==> src/hdl/compacting_key_value_table_macros.svh <==
// assertion macros shared by the key and value table
`ifndef COMPACTING_KEY_VALUE_TABLE_MACROS_SVH
`define COMPACTING_KEY_VALUE_TABLE_MACROS_SVH

// same-cycle implication, quiet while reset is held
`define CKVT_ASSERT_IMPLY(lbl, clk, rst_n, ante, cons, msg) \
    lbl: assert property (@(posedge clk) disable iff (!(rst_n)) (ante) |-> (cons)) \
        else $error(msg);

// next-cycle implication, quiet while reset is held
`define CKVT_ASSERT_NEXT(lbl, clk, rst_n, ante, cons, msg) \
    lbl: assert property (@(posedge clk) disable iff (!(rst_n)) (ante) |=> (cons)) \
        else $error(msg);

`endif

==> src/hdl/ckvt_pkg.sv <==
// shared types and constants of the key and value table
`timescale 1ns / 1ps

package ckvt_pkg;

    localparam int CAPACITY_DEF  = 16;
    localparam int KEY_BYTES_DEF = 8;
    localparam int FUNC_W        = 2;
    localparam int KEY_TEXT_W    = 64;
    localparam int VALUE_W       = 32;
    localparam int TOTAL_W       = 5;

    // operation codes carried on a request beat
    typedef enum logic [FUNC_W-1:0] {
        FUNC_PUT    = 2'd0,
        FUNC_GET    = 2'd1,
        FUNC_REMOVE = 2'd2,
        FUNC_NONE   = 2'd3
    } t_func;

    // controller to datapath commands
    typedef struct packed {
        logic load;
        logic scan;
        logic shift_start;
        logic shift;
        logic commit;
    } t_dp_cmd;

    // datapath to controller status
    typedef struct packed {
        logic  hit_now;
        logic  drained;
        logic  out_free;
        t_func func;
    } t_dp_status;

endpackage

==> src/hdl/compacting_key_value_table.sv <==
// top level of the compacting key and value table
// flow: a request is latched, the entries are scanned in order until a hit or the end,
//   a remove hit then moves the later entries down, and the result is written;
//   a no-op request (code 3) skips the scan
// requests: a new request beat is taken only in the idle state, once the result of
//   the last one is written; scan and compaction handle one entry a cycle
// reset: synchronous active low, empties the table; stores are not cleared
`timescale 1ns / 1ps

`include "compacting_key_value_table_macros.svh"

module compacting_key_value_table #(
    parameter int CAPACITY  = ckvt_pkg::CAPACITY_DEF,
    parameter int KEY_BYTES = ckvt_pkg::KEY_BYTES_DEF
) (
    input  logic                                 i_clk,
    input  logic                                 i_rst_n,
    input  logic                                 i_in_valid,
    output logic                                 o_in_stall,
    input  logic [ckvt_pkg::FUNC_W-1:0]          i_func,
    input  logic [ckvt_pkg::KEY_TEXT_W-1:0]      i_key_text,
    input  logic signed [ckvt_pkg::VALUE_W-1:0]  i_new_value,
    output logic                                 o_out_valid,
    input  logic                                 i_out_stall,
    output logic                                 o_found,
    output logic signed [ckvt_pkg::VALUE_W-1:0]  o_read_value,
    output logic                                 o_table_full,
    output logic [ckvt_pkg::TOTAL_W-1:0]         o_entry_total
);
    import ckvt_pkg::*;

    t_dp_cmd    dp_cmd;
    t_dp_status dp_status;

    // controller
    ckvt_ctrl u_ctrl (
        .i_clk      (i_clk),
        .i_rst_n    (i_rst_n),
        .i_in_valid (i_in_valid),
        .i_func     (i_func),
        .i_status   (dp_status),
        .o_in_stall (o_in_stall),
        .o_cmd      (dp_cmd)
    );

    // datapath
    ckvt_datapath #(
        .CAPACITY  (CAPACITY),
        .KEY_BYTES (KEY_BYTES)
    ) u_datapath (
        .i_clk         (i_clk),
        .i_rst_n       (i_rst_n),
        .i_cmd         (dp_cmd),
        .o_status      (dp_status),
        .i_func        (i_func),
        .i_key_text    (i_key_text),
        .i_new_value   (i_new_value),
        .i_out_stall   (i_out_stall),
        .o_out_valid   (o_out_valid),
        .o_found       (o_found),
        .o_read_value  (o_read_value),
        .o_table_full  (o_table_full),
        .o_entry_total (o_entry_total)
    );

    // checks
    `CKVT_ASSERT_IMPLY(a_full_excl, i_clk, i_rst_n, o_out_valid && o_table_full, !o_found && (o_read_value == '0), "dropped put shows a hit or a value")
    `CKVT_ASSERT_IMPLY(a_commit_free, i_clk, i_rst_n, dp_cmd.commit, dp_status.out_free, "result written over an untaken beat")
    `CKVT_ASSERT_NEXT(a_busy_after_req, i_clk, i_rst_n, i_in_valid && !o_in_stall, o_in_stall, "request taken while previous one in flight")

endmodule

==> src/hdl/ckvt_ctrl.sv <==
// controller state machine of the key and value table
`timescale 1ns / 1ps

module ckvt_ctrl (
    input  logic                          i_clk,
    input  logic                          i_rst_n,
    input  logic                          i_in_valid,
    input  logic [ckvt_pkg::FUNC_W-1:0]   i_func,
    input  ckvt_pkg::t_dp_status          i_status,
    output logic                          o_in_stall,
    output ckvt_pkg::t_dp_cmd             o_cmd
);
    import ckvt_pkg::*;

    typedef enum logic [1:0] {
        ST_IDLE,
        ST_SCAN,
        ST_SHIFT,
        ST_FINISH
    } t_state;

    t_state r_state;
    t_state n_state;

    // state register
    always_ff @(posedge i_clk) begin
        if (!i_rst_n) begin
            r_state <= ST_IDLE;
        end else begin
            r_state <= n_state;
        end
    end

    // only the idle state takes a request beat
    assign o_in_stall = (r_state != ST_IDLE);

    // next state and command decode
    always_comb begin
        n_state = r_state;
        o_cmd   = '0;
        unique case (r_state)
            ST_IDLE: begin
                if (i_in_valid) begin
                    o_cmd.load = 1'b1;
                    n_state = (i_func == FUNC_NONE) ? ST_FINISH : ST_SCAN;
                end
            end
            ST_SCAN: begin
                o_cmd.scan = 1'b1;
                if (i_status.hit_now) begin
                    if (i_status.func == FUNC_REMOVE) begin
                        o_cmd.shift_start = 1'b1;
                        n_state = ST_SHIFT;
                    end else begin
                        n_state = ST_FINISH;
                    end
                end else if (i_status.drained) begin
                    n_state = ST_FINISH;
                end
            end
            ST_SHIFT: begin
                o_cmd.shift = 1'b1;
                if (i_status.drained) begin
                    n_state = ST_FINISH;
                end
            end
            ST_FINISH: begin
                if (i_status.out_free) begin
                    o_cmd.commit = 1'b1;
                    n_state = ST_IDLE;
                end
            end
        endcase
    end

endmodule

==> src/hdl/ckvt_datapath.sv <==
// entry stores, scan pipe and result register of the key and value table
`timescale 1ns / 1ps

module ckvt_datapath #(
    parameter int CAPACITY  = ckvt_pkg::CAPACITY_DEF,
    parameter int KEY_BYTES = ckvt_pkg::KEY_BYTES_DEF
) (
    input  logic                                 i_clk,
    input  logic                                 i_rst_n,
    input  ckvt_pkg::t_dp_cmd                    i_cmd,
    output ckvt_pkg::t_dp_status                 o_status,
    input  logic [ckvt_pkg::FUNC_W-1:0]          i_func,
    input  logic [ckvt_pkg::KEY_TEXT_W-1:0]      i_key_text,
    input  logic signed [ckvt_pkg::VALUE_W-1:0]  i_new_value,
    input  logic                                 i_out_stall,
    output logic                                 o_out_valid,
    output logic                                 o_found,
    output logic signed [ckvt_pkg::VALUE_W-1:0]  o_read_value,
    output logic                                 o_table_full,
    output logic [ckvt_pkg::TOTAL_W-1:0]         o_entry_total
);
    import ckvt_pkg::*;

    localparam int CNT_W = $clog2(CAPACITY + 1);
    localparam int IDX_W = (CAPACITY > 1) ? $clog2(CAPACITY) : 1;
    localparam int KEY_W = 8 * KEY_BYTES;

    // entry stores, one write and one read port
    logic [KEY_W-1:0]   key_mem [CAPACITY];
    logic [VALUE_W-1:0] val_mem [CAPACITY];

    // latched request
    t_func              r_func;
    logic [KEY_W-1:0]   r_key;
    logic [VALUE_W-1:0] r_val;

    // scan pipe
    logic [CNT_W-1:0]   r_count;
    logic [CNT_W-1:0]   r_ptr;
    logic               r_cmp_vld;
    logic [IDX_W-1:0]   r_cmp_idx;
    logic [KEY_W-1:0]   r_rd_key;
    logic [VALUE_W-1:0] r_rd_val;

    // lookup outcome
    logic               r_hit;
    logic [IDX_W-1:0]   r_slot;
    logic [VALUE_W-1:0] r_hit_val;

    // result register
    logic               r_o_valid;
    logic               r_o_found;
    logic [VALUE_W-1:0] r_o_read_value;
    logic               r_o_full;
    logic [TOTAL_W-1:0] r_o_total;

    logic [KEY_W-1:0]   norm_key;
    logic               key_alive;
    logic               issue;
    logic               hit_now;
    logic               is_full;
    logic               wr_key_en;
    logic               wr_val_en;
    logic [IDX_W-1:0]   wr_addr;
    logic [KEY_W-1:0]   wr_key;
    logic [VALUE_W-1:0] wr_val;
    logic [CNT_W-1:0]   n_count;

    // key normalisation: drop bytes from the first zero byte onwards
    always_comb begin
        key_alive = 1'b1;
        norm_key  = '0;
        for (int b = 0; b < KEY_BYTES; b++) begin
            if (i_key_text[8*b +: 8] == 8'h00) begin
                key_alive = 1'b0;
            end
            if (key_alive) begin
                norm_key[8*b +: 8] = i_key_text[8*b +: 8];
            end
        end
    end

    // request latch
    always_ff @(posedge i_clk) begin
        if (i_cmd.load) begin
            r_func <= t_func'(i_func);
            r_key  <= norm_key;
            r_val  <= i_new_value;
        end
    end

    assign issue   = (i_cmd.scan || i_cmd.shift) && (r_ptr < r_count);
    assign hit_now = r_cmp_vld && (r_rd_key == r_key);
    assign is_full = (r_count == CNT_W'(CAPACITY));

    // read pointer and compare tag
    always_ff @(posedge i_clk) begin
        if (!i_rst_n) begin
            r_cmp_vld <= 1'b0;
        end else if (i_cmd.load) begin
            r_ptr     <= '0;
            r_cmp_vld <= 1'b0;
        end else if (i_cmd.shift_start) begin
            r_ptr     <= CNT_W'(r_cmp_idx) + CNT_W'(1);
            r_cmp_vld <= 1'b0;
        end else if (issue) begin
            r_ptr     <= r_ptr + CNT_W'(1);
            r_cmp_idx <= r_ptr[IDX_W-1:0];
            r_cmp_vld <= 1'b1;
        end else if (i_cmd.scan || i_cmd.shift) begin
            r_cmp_vld <= 1'b0;
        end
    end

    // store read port
    always_ff @(posedge i_clk) begin
        if (issue) begin
            r_rd_key <= key_mem[r_ptr[IDX_W-1:0]];
            r_rd_val <= val_mem[r_ptr[IDX_W-1:0]];
        end
    end

    // lookup outcome capture
    always_ff @(posedge i_clk) begin
        if (!i_rst_n) begin
            r_hit <= 1'b0;
        end else if (i_cmd.load) begin
            r_hit <= 1'b0;
        end else if (i_cmd.scan && hit_now) begin
            r_hit     <= 1'b1;
            r_slot    <= r_cmp_idx;
            r_hit_val <= r_rd_val;
        end
    end

    // write port select: compaction move, value update or append
    always_comb begin
        wr_key_en = 1'b0;
        wr_val_en = 1'b0;
        wr_addr   = r_slot;
        wr_key    = r_key;
        wr_val    = r_val;
        n_count   = r_count;
        if (i_cmd.shift && r_cmp_vld) begin
            wr_key_en = 1'b1;
            wr_val_en = 1'b1;
            wr_addr   = r_cmp_idx - IDX_W'(1);
            wr_key    = r_rd_key;
            wr_val    = r_rd_val;
        end else if (i_cmd.commit) begin
            priority if (r_func == FUNC_PUT && r_hit) begin
                wr_val_en = 1'b1;
            end else if (r_func == FUNC_PUT && !is_full) begin
                wr_key_en = 1'b1;
                wr_val_en = 1'b1;
                wr_addr   = r_count[IDX_W-1:0];
                n_count   = r_count + CNT_W'(1);
            end else if (r_func == FUNC_REMOVE && r_hit) begin
                n_count   = r_count - CNT_W'(1);
            end else begin
                n_count   = r_count;
            end
        end
    end

    // store write port
    always_ff @(posedge i_clk) begin
        if (wr_key_en) begin
            key_mem[wr_addr] <= wr_key;
        end
        if (wr_val_en) begin
            val_mem[wr_addr] <= wr_val;
        end
    end

    // live entry count
    always_ff @(posedge i_clk) begin
        if (!i_rst_n) begin
            r_count <= '0;
        end else begin
            r_count <= n_count;
        end
    end

    // result register, free when empty or being taken
    assign o_status.out_free = !r_o_valid || !i_out_stall;
    assign o_status.hit_now  = hit_now;
    assign o_status.drained  = !r_cmp_vld && (r_ptr >= r_count);
    assign o_status.func     = r_func;

    always_ff @(posedge i_clk) begin
        if (!i_rst_n) begin
            r_o_valid <= 1'b0;
        end else if (i_cmd.commit) begin
            r_o_valid <= 1'b1;
        end else if (!i_out_stall) begin
            r_o_valid <= 1'b0;
        end
    end

    always_ff @(posedge i_clk) begin
        if (i_cmd.commit) begin
            r_o_found      <= r_hit;
            r_o_read_value <= (r_func == FUNC_GET && r_hit) ? r_hit_val : '0;
            r_o_full       <= (r_func == FUNC_PUT) && !r_hit && is_full;
            r_o_total      <= TOTAL_W'(n_count);
        end
    end

    assign o_out_valid   = r_o_valid;
    assign o_found       = r_o_found;
    assign o_read_value  = r_o_read_value;
    assign o_table_full  = r_o_full;
    assign o_entry_total = r_o_total;

endmodule

==> config.mk <==
export PLATFORM = sky130hd
export DESIGN_NAME = compacting_key_value_table
export DESIGN_NICKNAME = d
export VERILOG_FILES = /design/src/hdl/ckvt_pkg.sv /design/src/hdl/compacting_key_value_table.sv /design/src/hdl/ckvt_ctrl.sv /design/src/hdl/ckvt_datapath.sv
export VERILOG_INCLUDE_DIRS = /design/src /design/src/hdl
export SDC_FILE = /design/constraint.sdc
export NUM_CORES = 2
export LEC_CHECK = 0
export ABC_AREA = 1
export BUFFER_PORTS_ARGS = -buffer_cell sky130_fd_sc_hd__buf_2
export CAP_MARGIN = 10
export CELL_PAD_IN_SITES_DETAIL_PLACEMENT = 2
export CELL_PAD_IN_SITES_GLOBAL_PLACEMENT = 2
export CORE_ASPECT_RATIO = 0.5
export CORE_MARGIN = 8
export CORE_UTILIZATION = 35
export DETAILED_ROUTE_END_ITERATION = 8
export GPL_TIMING_DRIVEN = 0
export PLACE_DENSITY_LB_ADDON = 0.1
export SLEW_MARGIN = 0
export SYNTH_ARGS = -nofsm -noshare
export SYNTH_HDL_FRONTEND = slang
export SYNTH_SLANG_ARGS = --single-unit
==> constraint.sdc <==
create_clock -name i_clk -period 9.4 [get_ports i_clk]
set_clock_uncertainty 0.15 [all_clocks]
set_input_delay 1.41 -clock i_clk [delete_from_list [all_inputs] [get_ports i_clk]]
set_output_delay 1.41 -clock i_clk [all_outputs]
set_load 0.01 [all_outputs]
==> metrics.md <==
| Metric | Value |
|---|---|
| Pwr dens | approximately 270 nW/um^2 |
| Mapped Cells | 5235 |
| CP startpoint kind | register |
| Crit Path Class | register to register |
| Cts repair resizes | 0 |
| Post-Route WL | between 300000 and 400000 microns |
| GP Congestion | ~0.84 |
| Iteration count of the initial detailed-routing pass | 5 |
| Rows | between 100 and 150 |
| Final non-filler cell area | 85280 sq um |
| Netlist cell types | between 40 and 50 |
| Syn avg cell area | roughly 14 sq um |
| CTS tree | yes |
| Met1 Usage GRT | around two fifths |
| Worst EP required | roughly 10 ns |
| FFs w/ async S/R, synth | 0% |
| GRT Max-Usage Layer | met2 |
| RSZ-0062 raised after global routing | no |
| Syn. warnings | 0 |
| Post-Place Cell Area | around 80000 sq um |
| Clock Latency Late Sink | 0.86 ns |
| Port Buffers | 142 |
| Layout Nets | 5826 |
| Starting density of the core | 35.19% |
| Final Max Slew Viols | 0 |
| Actual slew at the worst max-slew pin | ~1.4 ns |
| Number of synthesized flops with an enable pin | 1814 |
| Setup violators final | 0 |
| Synth Flop Type | edfxtp_1 |
| Overall die height | 338.5 microns |
| Initial antenna violation count | 24 |
| Fmax | about 200 MHz |
| Pre-CTS WS | ~4.3 ns |
| Met2 usage | about two fifths |
| Most common cell in the synthesized netlist | edfxtp_1 |
| Leakage | 29.16 nW |
| Crit path DAT | around 5.3 ns |
| Wire length per cell | ~36 microns |
| GR Overflow Total | 0 |
| Die width | approximately 660 microns |
| CTS H-Tree Depth | 4 |
| Max-slew headroom | between 7 and 8% |
| Worst setup margin | about 4.4 ns |
| Routed Antenna Nets | 0 |
| Max-cap violation count | 0 |
| Hold wc startpoint | u_datapath.r_rd_val[6] |
| Setup repair bufs after CTS | 0 |
| Vias in the first global route | 52160 |
| Drt drc | 0 |
| First-pass GRT wire length | 419500 microns |
| Clock buffer depth | 4 |
| Total GRT Usage | approximately a quarter |
| Met3 usage | between 4 and 5% |
| DIE AREA | between 200000 and 250000 sq um |
| Clock-pin slew on the worst setup and hold paths | roughly 0.070 ns |
| Largest net degree at the start of global routing | between 60 and 70 |
| Hold path endpoint | u_datapath.r_hit_val[6] |
| Period minus WS final | roughly 5 ns |
| Total number of vias | approximately 50000 |
| Num ports | roughly 140 |
| Largest cells by area after synthesis | edfxtp_1 (75%), nor2_1 (4.0%), mux2i_1 (3.9%) |
| Clk root buf | clkbuf_16 |
| Hold Buf Count CTS | 0 |
| Cell taking the most area after synthesis | edfxtp_1 |
| Clock buffer count from CTS | between 150 and 200 |
| HPWL after DPL | 215200 microns |
| Tcrit/Tclk final | a little over half |
| Total Power | around 23 mW |
| FF+latch count, synth | 1824 |
| Clk sink count | ~1800 |
| Tightest Hold Check Type | register to register |
| Hold Crit Depth | 0 |
| Share of post-route cells with drive strength above 1 | around 12% |
| R2R Setup Slk | about 4.4 ns |
| Post-synth top area share | 74.84% |
| Core Area | 206800 sq um |
| Synthesized cell area | about 73000 sq um |
| RR Endpoint | u_datapath.r_ptr[3] |
| Critical path fanouts, max | 10 |
| Cells on worst reg2reg path | 13 |
| Worst vdd ir | 0.1283 mV |
| Post-synth top cells | edfxtp_1 (1814), nor2_1 (785), nand2_1 (560) |
| Post-Syn Nets | around 5400 |
| Avg Vias per Cell | between 5 and 6 |
| Final hold violations | 0 |
| DRT iter0 DRCs | around 5400 |
| Area delta synth->final | 17.16% |
| Reg-to-Reg Start | u_datapath.r_ptr[0] |
| Critical Path End Type | register |
| Status | completed |
| Part of the Yosys area used for sequential elements | approximately three quarters |
## worst max path at each step
| stage | from | endpoint | slack [ns] |
|---|---|---|---|
| finish | u_datapath.r_ptr[0] | u_datapath.r_ptr[3] | 4.42 |
| global route | u_datapath.r_ptr[0] | u_datapath.r_ptr[3] | 4.26 |
| CTS | u_datapath.r_ptr[0] | u_datapath.r_ptr[3] | 4.47 |
| detailed placement | i_out_stall | u_datapath.key_mem[13][57] | 4.32 |
| global placement | u_datapath.r_ptr[0] | u_datapath.r_ptr[0] | -5.76 |
| floorplan | u_datapath.r_ptr[0] | u_datapath.r_ptr[0] | 2.37 |
## power by group
part	leakage, nW	switching (mW)	internal [mW]
Sequential	16.5	0.236	9.87
Combinational	10.0	4.64	1.40
Clock	2.67	3.23	3.90
## critical path, cell delays in order (launching register included)
cell and delay [ns]:
edfxtp_1 0.40, buf_2 0.25, buf_4 0.25, inv_1 0.09, buf_4 0.35, buf_2 0.52, buf_2 0.69, ha_1 0.26
inv_1 0.04, nand2_1 0.06, o211ai_1 0.15, nor2_4 0.58, inv_1 0.17, a31oi_1 0.58
## registers in the layout, indices dropped and copies added, names as in the netlist
register / cells
u_datapath.r_key: 64
u_datapath.r_hit_val: 32
u_datapath.r_rd_key: 64
u_datapath.r_func: 2
u_datapath.o_read_value: 32
u_datapath.o_found: 1
u_datapath.r_ptr: 5
u_datapath.r_rd_val: 32
u_ctrl.r_state: 2
u_datapath.r_hit: 1
u_datapath.key_mem: 1024
u_datapath.o_entry_total: 5
u_datapath.r_count: 5
u_datapath.o_out_valid: 1
u_datapath.o_table_full: 1
u_datapath.r_cmp_idx: 4
u_datapath.r_cmp_vld: 1
u_datapath.r_val: 32
u_datapath.r_slot: 4
u_datapath.val_mem: 512
## logic make-up after synthesis
family / synth area share, %
AO/OA/AOI/OAI: 9.028
XOR/XNOR: 0.1564
adder cells (fa/ha/maj): 0.2578
buffers and inverters: 3.178
flip-flops: 75.11
multiplexers: 3.864
AND/OR/NAND/NOR: 8.402
## cell type report
cell class | instances | area [sq um]
buffer | 324 | 1343
sequential | 1824 | 54670
clock inverter | 83 | 716.9
timing repair buffer | 292 | 3243
inverter | 263 | 992.2
clock buffer | 229 | 4752
antenna | 7 | 17.52
multi-input combinational | 2824 | 16090
tap | 2760 | 3453
fill | 20330 | 121600
## through the flow
stage / hold slack [ns] / std cells / TNS [ns] / util, %
after detailed placement: 0.2870 / 8283 / 0 / 38.53
after global routing: 0.3100 / 8600 / 0 / 41.22
after floorplan: 0.2706 / 5235 / 0 / -
after global placement: 0.2817 / 8137 / -1768.48 / 37.20
final: 0.2981 / 8606 / 0 / 41.23
after CTS: 0.2985 / 8595 / 0 / 41.18
## metal layers
metal	vias to the layer above	part of all wire, %	wire length, microns
met3	403	7.3	22240
met1	26860	45	136700
li1	20490	-	-
met4	0	3.0	9069
met2	1987	45	138600
met5	-	0	0
## layout by cell type (no fill, tap or decap), drive strengths merged, types with 27 or more instances in the layout
cell	n
nor2	796
nor3	27
o32ai	79
o211ai	83
inv	264
mux2i	281
clkinv	67
nand3	103
o21ai	489
o221ai	281
buf	387
edfxtp	1814
clkbuf	458
nand2	565
Power figures use the tool's default switching activity.
